`src/hw/rtl/kfr_pkg.sv`:
```
// Shared types and codes for the keyed FIFO with removal.
// No dependencies; used by kfr_ctrl, kfr_dp and the top level.
`default_nettype none

package kfr_pkg;

  localparam logic [2:0] OP_APPEND = 3'd0;
  localparam logic [2:0] OP_REMOVE = 3'd1;
  localparam logic [2:0] OP_FIND_T = 3'd2;
  localparam logic [2:0] OP_FIND_G = 3'd3;
  localparam logic [2:0] OP_LIST   = 3'd4;

  localparam int KEY_W   = 16;
  localparam int TDATA_W = 40;

  typedef enum logic [2:0] {
    ST_DONE     = 3'd0,
    ST_ENTRY    = 3'd1,
    ST_EMPTY    = 3'd2,
    ST_NOTFOUND = 3'd3,
    ST_FULL     = 3'd4
  } status_t;

  typedef struct packed {
    logic    load;
    logic    ptr_clr;
    logic    ptr_inc;
    logic    wr_app;
    logic    wr_shift;
    logic    fill_inc;
    logic    fill_dec;
    logic    hold_set;
    logic    hold_clr;
    logic    out_load;
    logic    out_from_hold;
    logic    out_last;
    status_t out_status;
  } dp_cmd_t;

  typedef struct packed {
    logic [2:0] op;
    logic       hit;
    logic       at_end;
    logic       empty;
    logic       full;
    logic       hold_vld;
    logic       out_free;
  } dp_stat_t;

endpackage

`default_nettype wire

```
`src/hw/rtl/kfr_ctrl.sv`:
```
// Command sequencer for the keyed FIFO: decodes each beat and steps the datapath.
// Depends on kfr_pkg.
`default_nettype none

module kfr_ctrl (
  input  wire               clk,
  input  wire               rst_n,
  input  wire               in_tvalid,
  output logic              in_tready,
  input  wire kfr_pkg::dp_stat_t stat_i,
  output kfr_pkg::dp_cmd_t  cmd_o
);
  import kfr_pkg::*;

  typedef enum logic [2:0] {
    S_IDLE,
    S_DECODE,
    S_SEARCH,
    S_SHIFT,
    S_WALK,
    S_RESP
  } state_t;

  state_t  state_r, state_nxt;
  status_t resp_st_r, resp_st_nxt;

  always_comb begin
    cmd_o       = '0;
    state_nxt   = state_r;
    resp_st_nxt = resp_st_r;
    in_tready   = (state_r == S_IDLE);
    unique case (state_r)
      S_IDLE: begin
        if (in_tvalid) begin
          cmd_o.load = 1'b1;
          state_nxt  = S_DECODE;
        end
      end
      S_DECODE: begin
        unique case (stat_i.op)
          OP_APPEND: begin
            state_nxt = S_RESP;
            if (stat_i.full) begin
              resp_st_nxt = ST_FULL;
            end else begin
              cmd_o.wr_app   = 1'b1;
              cmd_o.fill_inc = 1'b1;
              resp_st_nxt    = ST_DONE;
            end
          end
          OP_REMOVE: begin
            if (stat_i.empty) begin
              resp_st_nxt = ST_EMPTY;
              state_nxt   = S_RESP;
            end else begin
              state_nxt = S_SEARCH;
            end
          end
          OP_FIND_T, OP_FIND_G, OP_LIST: state_nxt = S_WALK;
          default:                       state_nxt = S_IDLE;
        endcase
      end
      S_SEARCH: begin
        if (stat_i.at_end) begin
          resp_st_nxt   = ST_NOTFOUND;
          cmd_o.ptr_clr = 1'b1;
          state_nxt     = S_RESP;
        end else begin
          cmd_o.ptr_inc = 1'b1;
          if (stat_i.hit) state_nxt = S_SHIFT;
        end
      end
      S_SHIFT: begin
        if (stat_i.at_end) begin
          cmd_o.fill_dec = 1'b1;
          cmd_o.ptr_clr  = 1'b1;
          resp_st_nxt    = ST_DONE;
          state_nxt      = S_RESP;
        end else begin
          cmd_o.wr_shift = 1'b1;
          cmd_o.ptr_inc  = 1'b1;
        end
      end
      S_WALK: begin
        if (!stat_i.at_end) begin
          if (!stat_i.hit) begin
            cmd_o.ptr_inc = 1'b1;
          end else if (!stat_i.hold_vld) begin
            cmd_o.hold_set = 1'b1;
            cmd_o.ptr_inc  = 1'b1;
          end else if (stat_i.out_free) begin
            cmd_o.out_load      = 1'b1;
            cmd_o.out_from_hold = 1'b1;
            cmd_o.out_status    = ST_ENTRY;
            cmd_o.hold_set      = 1'b1;
            cmd_o.ptr_inc       = 1'b1;
          end
        end else if (stat_i.out_free) begin
          cmd_o.out_load = 1'b1;
          cmd_o.out_last = 1'b1;
          cmd_o.ptr_clr  = 1'b1;
          state_nxt      = S_IDLE;
          if (stat_i.hold_vld) begin
            cmd_o.out_from_hold = 1'b1;
            cmd_o.out_status    = ST_ENTRY;
            cmd_o.hold_clr      = 1'b1;
          end else begin
            cmd_o.out_status = stat_i.empty ? ST_EMPTY : ST_NOTFOUND;
          end
        end
      end
      S_RESP: begin
        if (stat_i.out_free) begin
          cmd_o.out_load   = 1'b1;
          cmd_o.out_last   = 1'b1;
          cmd_o.out_status = resp_st_r;
          state_nxt        = S_IDLE;
        end
      end
      default: state_nxt = S_IDLE;
    endcase
  end

  always_ff @(posedge clk) begin
    if (!rst_n) begin
      state_r   <= S_IDLE;
      resp_st_r <= ST_DONE;
    end else begin
      state_r   <= state_nxt;
      resp_st_r <= resp_st_nxt;
    end
  end

  a_idle_no_hold: assert property (@(posedge clk) disable iff (!rst_n)
    state_r == S_IDLE |-> !stat_i.hold_vld)
    else $error("held entry left over after walk");

endmodule

`default_nettype wire

```
`src/hw/rtl/kfr_dp.sv`:
```
// Datapath: slot memories, fill count, walk pointer, hold stage and output register.
// Depends on kfr_pkg; driven by kfr_ctrl.
`default_nettype none

module kfr_dp #(
  parameter int DEPTH = 16
) (
  input  wire                          clk,
  input  wire                          rst_n,
  input  wire kfr_pkg::dp_cmd_t        cmd_i,
  output kfr_pkg::dp_stat_t            stat_o,
  input  wire [kfr_pkg::TDATA_W-1:0]   in_tdata,
  output logic                         out_tvalid,
  input  wire                          out_tready,
  output logic [kfr_pkg::TDATA_W-1:0]  out_tdata,
  output logic                         out_tlast
);
  import kfr_pkg::*;

  localparam int AW = (DEPTH > 1) ? $clog2(DEPTH) : 1;
  localparam int CW = $clog2(DEPTH + 1);

  logic [KEY_W-1:0] tk_mem [DEPTH];
  logic [KEY_W-1:0] gk_mem [DEPTH];

  logic [2:0]       op_r;
  logic [KEY_W-1:0] tk_r, gk_r;
  logic [KEY_W-1:0] rd_t_r, rd_g_r;
  logic [KEY_W-1:0] hold_t_r, hold_g_r;
  logic             hold_vld_r;
  logic [CW-1:0]    fill_r, ptr_r, ptr_nxt, ptr_m1;
  logic             out_vld_r, out_last_r;
  status_t          out_st_r;
  logic [KEY_W-1:0] out_t_r, out_g_r;
  logic             hit;

  assign ptr_nxt = cmd_i.ptr_clr ? '0 : (cmd_i.ptr_inc ? ptr_r + 1'b1 : ptr_r);
  assign ptr_m1  = ptr_r - 1'b1;

  always_ff @(posedge clk) begin
    if (cmd_i.load) begin
      op_r <= in_tdata[2:0];
      tk_r <= in_tdata[KEY_W+2:3];
      gk_r <= in_tdata[2*KEY_W+2:KEY_W+3];
    end
  end

  always_ff @(posedge clk) begin
    if (cmd_i.wr_app) begin
      tk_mem[fill_r[AW-1:0]] <= tk_r;
      gk_mem[fill_r[AW-1:0]] <= gk_r;
    end else if (cmd_i.wr_shift) begin
      tk_mem[ptr_m1[AW-1:0]] <= rd_t_r;
      gk_mem[ptr_m1[AW-1:0]] <= rd_g_r;
    end
    rd_t_r <= tk_mem[ptr_nxt[AW-1:0]];
    rd_g_r <= gk_mem[ptr_nxt[AW-1:0]];
  end

  always_ff @(posedge clk) begin
    if (!rst_n) begin
      fill_r     <= '0;
      ptr_r      <= '0;
      hold_vld_r <= 1'b0;
      out_vld_r  <= 1'b0;
    end else begin
      ptr_r <= ptr_nxt;
      if (cmd_i.fill_inc) fill_r <= fill_r + 1'b1;
      else if (cmd_i.fill_dec) fill_r <= fill_r - 1'b1;
      if (cmd_i.hold_set) hold_vld_r <= 1'b1;
      else if (cmd_i.hold_clr) hold_vld_r <= 1'b0;
      if (cmd_i.out_load) out_vld_r <= 1'b1;
      else if (out_tready) out_vld_r <= 1'b0;
    end
  end

  always_ff @(posedge clk) begin
    if (cmd_i.hold_set) begin
      hold_t_r <= rd_t_r;
      hold_g_r <= rd_g_r;
    end
    if (cmd_i.out_load) begin
      out_st_r   <= cmd_i.out_status;
      out_last_r <= cmd_i.out_last;
      out_t_r    <= cmd_i.out_from_hold ? hold_t_r : '0;
      out_g_r    <= cmd_i.out_from_hold ? hold_g_r : '0;
    end
  end

  always_comb begin
    unique case (op_r)
      OP_FIND_G: hit = (rd_g_r == gk_r);
      OP_LIST:   hit = 1'b1;
      default:   hit = (rd_t_r == tk_r);
    endcase
  end

  assign stat_o.op       = op_r;
  assign stat_o.hit      = hit;
  assign stat_o.at_end   = (ptr_r == fill_r);
  assign stat_o.empty    = (fill_r == '0);
  assign stat_o.full     = (fill_r == CW'(DEPTH));
  assign stat_o.hold_vld = hold_vld_r;
  assign stat_o.out_free = !out_vld_r || out_tready;

  assign out_tvalid = out_vld_r;
  assign out_tlast  = out_last_r;
  assign out_tdata  = {{(TDATA_W - 2*KEY_W - 3){1'b0}}, out_g_r, out_t_r, out_st_r};

  a_fill_bound: assert property (@(posedge clk) disable iff (!rst_n)
    fill_r <= CW'(DEPTH))
    else $error("fill count beyond depth");

  a_ptr_bound: assert property (@(posedge clk) disable iff (!rst_n)
    ptr_r <= fill_r)
    else $error("walk pointer past fill count");

  a_hold_ptr: assert property (@(posedge clk) disable iff (!rst_n)
    hold_vld_r |-> ptr_r != '0)
    else $error("held entry without walk progress");

endmodule

`default_nettype wire

```
`src/hw/rtl/keyed_fifo_with_removal_core.sv`:
```
// Top level of the keyed FIFO with removal: stream ports, controller and datapath.
// Depends on kfr_pkg, kfr_ctrl and kfr_dp.
`default_nettype none

// Ordered queue of up to DEPTH (ticket, group) entries kept compacted in two
// slot memories, each with one write port and one registered read port. One
// command beat is taken at a time; the next can be accepted in the cycle after
// the last result of the current one is loaded into the output register, which
// may still be waiting for out_tready. Append writes at the tail; remove
// searches to the match, then shifts the tail down one slot per cycle; find and
// list walk the slot memory one entry per cycle through its registered read
// port, pausing while a held match waits for a free output register. Unused
// command codes give no result.
module keyed_fifo_with_removal_core #(
  parameter int DEPTH = 16
) (
  input  wire         clk,
  input  wire         rst_n,
  input  wire         in_tvalid,
  output logic        in_tready,
  input  wire  [39:0] in_tdata,   // cmd[2:0], ticket_key[18:3], group_key[34:19], zero pad
  output logic        out_tvalid,
  input  wire         out_tready,
  output logic [39:0] out_tdata,  // status[2:0], entry_ticket[18:3], entry_group[34:19], pad
  output logic        out_tlast
);
  import kfr_pkg::*;

  dp_cmd_t  dp_cmd;
  dp_stat_t dp_stat;

  kfr_ctrl u_ctrl (
    .clk       (clk),
    .rst_n     (rst_n),
    .in_tvalid (in_tvalid),
    .in_tready (in_tready),
    .stat_i    (dp_stat),
    .cmd_o     (dp_cmd)
  );

  kfr_dp #(
    .DEPTH (DEPTH)
  ) u_dp (
    .clk        (clk),
    .rst_n      (rst_n),
    .cmd_i      (dp_cmd),
    .stat_o     (dp_stat),
    .in_tdata   (in_tdata),
    .out_tvalid (out_tvalid),
    .out_tready (out_tready),
    .out_tdata  (out_tdata),
    .out_tlast  (out_tlast)
  );

endmodule

`default_nettype wire

```
`config.mk`:
```
export PLATFORM = sky130hd
export DESIGN_NAME = keyed_fifo_with_removal_core
export DESIGN_NICKNAME = d
export VERILOG_FILES = /design/src/hw/rtl/kfr_pkg.sv /design/src/hw/rtl/kfr_ctrl.sv /design/src/hw/rtl/kfr_dp.sv /design/src/hw/rtl/keyed_fifo_with_removal_core.sv
export SDC_FILE = /design/constraint.sdc
export NUM_CORES = 1
export LEC_CHECK = 0
export BUFFER_PORTS_ARGS = -buffer_cell sky130_fd_sc_hd__buf_2
export CAP_MARGIN = 20
export CORE_MARGIN = 2
export CORE_UTILIZATION = 55
export DETAILED_ROUTE_END_ITERATION = 7
export HOLD_SLACK_MARGIN = 0.05
export PLACE_DENSITY = 0.81
export SLEW_MARGIN = 0
export SYNTH_ARGS = -nofsm -noshare
export SYNTH_HDL_FRONTEND = slang
export SYNTH_SLANG_ARGS = --single-unit
export TNS_END_PERCENT = 50
```
`constraint.sdc`:
```
create_clock -name clk -period 6.4 [get_ports clk]
set_input_delay 0.64 -clock clk [delete_from_list [all_inputs] [get_ports clk]]
set_output_delay 0.64 -clock clk [all_outputs]
set_load 0.01 [all_outputs]
```
==> impl_results.md <==
- Outcome: complete, no violations
- Async set-reset flop share out of synthesis: 0
- Std cell rows: 82
- Final GP Congestion: 0.8670
- Post_cts resized: 0
- Net count reported at finish: 2018
- Most common library cell in the layout ignoring fill and taps: edfxtp_1
- Type of origin of the critical path: flip-flop
- Detail Route Antenna Nets: 0
- Number of placed I/O pins: 87
- Effective utilization at floorplan: 0.5566
- Wire length on met3: 7.329 mm
- Slowest library cell on the worst path: nand2_2
- Synth cell types: 74
- Wire length of the first global-routing pass: 103.5 mm
- Worst IR drop on VDD: 0.2168 mV
- Fraction of layout instances using a drive strength above 1: 0.1786
- Final hold violations: 0
- Post-synthesis to final-layout area growth: 11.73%
- GR Overflow Total: 0
- Worst rel slew slack: 0.2134
- Number of levels the H-tree was split into: 2
- Req. time, crit path: 6910 ps
- Detailed Routing Iterations Pass 1: 5
- Floorplan die area: 0.05248 mm2
- Iter 0 DRT Violations: 2386
- Clock root cell: clkbuf_16
- Pin count of the biggest net entering global routing: 128
- Number of buffers created by CTS: 61
- Number of post-CTS setup repair buffers: 0
- N_diodes: 0
- Number of buffers on the longest clock path: 3
- Port buffer count: 76
- Post-synthesis register bit count: 665
- Aggregate negative setup slack: 0 ps
- Place WS: 1999 ps
- Setup-violating endpoint count in the final report: 0
- Worst hold path class: primary input to flip-flop
- Commonest register cell after synthesis: edfxtp_1
- Average footprint of a synthesized cell: 14.40 um2
- Via count of the first global-routing pass: 17180
- Core Box Area: 0.05007 mm2
- Final instance count without filler cells: 2693
- Fmax: 0.2223 GHz
- Final Slew Violations: 0
- Total of hold buffers inserted after clock tree synthesis: 0
- Post-detailed-route wirelength per cell: 25.54 um
- # placed instances: 2576
- Routed wire length: 68.79 mm
- Largest delay share family, worst path: compound AO/OA/AOI/OAI gates
- Filler Cell Count: 3509
- Die outline width: 229.1 um
- Met2 layer wire length in the routed design: 32.81 mm
- Combined area of all synthesized cells: 0.02787 mm2
- Number of flops mapped to enable cells by yosys: 615
- Post-layout worst setup margin: 1902 ps
- DRC viols: 0
- Transition time of the tightest slew-check pin: 1180 ps
- Met1 wire length: 25.84 mm
- Crit end category: flip-flop
- Clk pin slew, worst setup/hold paths: 70 ps
- Power per cell area: 303.7 mW/mm2
- Critical Setup Path Class: flip-flop to flip-flop
- Overall power after layout: 9455 uW
- Overall die height: 229.1 um
- Antenna violations before repair: 1
- Source-to-sink clock delay at the later pin of the worst-skew pair: 650 ps
- Proportion of synthesized chip area in sequential cells: 0.6986
- Commonest cells after routing, fill and taps aside: edfxtp_1, o21ai_0, nand3_1, a21oi_1, buf_2
- Ordered list of cells on the worst path: xnor2_1 -> nand4_1 -> nor4_4 -> o221ai_1 -> a21oi_1 -> o21a_4 -> nand2_2 -> o21ai_0 -> o22ai_1
- Core utilization of the finished layout: 0.6219
- Post-route fraction of the period consumed by the critical path: 0.7028
- Estimated wirelength of the detail-placed design: 36.97 mm
- Synthesized instance count: 1935
- Final Critical Period: 4498 ps
- Worst clock skew on the final layout: 23.53 ps
- Number of sinks handled by clock tree synthesis: 665
- CTS tree: built
- Buf/Inv on CP: 0
- Maximum fanout count along the critical path: 47
- Number of warnings reported in the yosys synthesis log: 0
- Drt via density: 6.528
- RSZ-0062 raised after global routing: false
- Overall via count from detail_route: 17580
- Total Routing Usage GR: 0.2596
- Critical path's largest stage delay: 770 ps
- Pleak: 0.01053 uW
- Number of violations of the max-capacitance limit: 0
- Uppermost metal layer occupied by signal nets: met5
- Arrival time at the worst endpoint: 5010 ps
registers in the layout (all words and copies together), names as in the netlist, 5 cells and up:
register	flops
u_dp.ptr_r	5
u_dp.gk_mem	256
u_dp.hold_t_r	16
u_dp.gk_r	16
u_dp.out_t_r	16
u_dp.rd_t_r	16
u_dp.rd_g_r	16
u_dp.tk_r	16
u_dp.tk_mem	256
u_dp.fill_r	5
u_dp.out_g_r	16
u_dp.hold_g_r	16
report_power, final:
part	switching, uW	leakage, uW	internal, uW
logic	473	0.00354	236
clock network	1590	0.00104	2190
registers	72.4	0.00595	4890
total	2140	0.0105	7310
worst reg2reg max path, delay by kind of cell (launching register included):
kind            cells  cell delay [ps]
compound gates      5             1800
flops               1              480
xor+xnor            1              400
simple gates        3             1690
synth_stat cells (10+ instances only):
library cell	n	area share
and2_1	36	0.0081
a311oi_1	63	0.020
edfxtp_1	615	0.66
o21ai_0	126	0.023
nor2_1	73	0.0098
inv_1	40	0.0054
clkbuf_1	87	0.012
nand2_1	23	0.0031
mux2i_1	70	0.025
buf_2	40	0.0072
a41oi_1	32	0.010
nand3_1	97	0.017
xor2_1	18	0.0057
or3_1	65	0.015
buf_4	17	0.0046
a21boi_0	35	0.0094
or2_2	34	0.0076
mux2_2	32	0.013
nor2b_1	10	0.0022
a211o_1	32	0.010
o22ai_1	32	0.0072
dfxtp_1	50	0.036
nand2b_1	68	0.015
a2111oi_2	29	0.016
a21oi_1	82	0.015
xnor2_1	27	0.0085
cells by family (layout without fill, tap and decap cells):
logic type      count (synthesis)  after routing  synth area share
other cells                     1              5         0.0001346
simple gates                  450            450           0.09191
fa+ha+maj                       6              6          0.002963
compound gates                472            472            0.1221
mux                           102            102           0.03807
buf+inv                       193            275           0.03152
flops                         665            665            0.6986
xor+xnor                       46             46           0.01473
layout make-up:
type	instances	area [um2]	area share
Clock buffer	83	1740	0.05590
Clock inverter	33	369.1	0.01185
Inverter	40	150.1	0.004822
Multi-Input combinational cell	1081	7769	0.2495
Sequential cell	665	19470	0.6253
Tap cell	672	840.8	0.02700
Timing Repair Buffer	119	798.3	0.02564
path summary, 6_finish.rpt:
check | from | end | slack (ps) | cells past startpoint
setup / recovery | u_dp.tk_r[15]$_DFFE_PP_ | u_dp.rd_g_r[12]$_DFF_P_ | 1900 | 9
hold / removal | in_tdata[23] | u_dp.gk_r[4]$_DFFE_PP_ | 170 | 1
setup reg to reg | u_dp.tk_r[15]$_DFFE_PP_ | u_dp.rd_g_r[12]$_DFF_P_ | 1900 | 9
hold reg to reg | u_dp.rd_g_r[5]$_DFF_P_ | u_dp.hold_g_r[5]$_DFFE_PP_ | 480 | 0
through the flow:
stage	hold WS [ps]	instance area, um2
3_5_place_dp	456.2	29010
4_1_cts	137.1	31120
6_report	167.9	31140
2_1_floorplan	444.0	27880
3_3_place_gp	453.3	28940
5_1_grt	155.1	31140
metal layers:
metal	GRT usage	vias up
li1	-	7531
met1	0.3449	8671
met2	0.4219	1178
met3	0.04993	197
met4	0.1090	2
met5	0	-
Note: power is estimated with default switching activity, not from simulation.
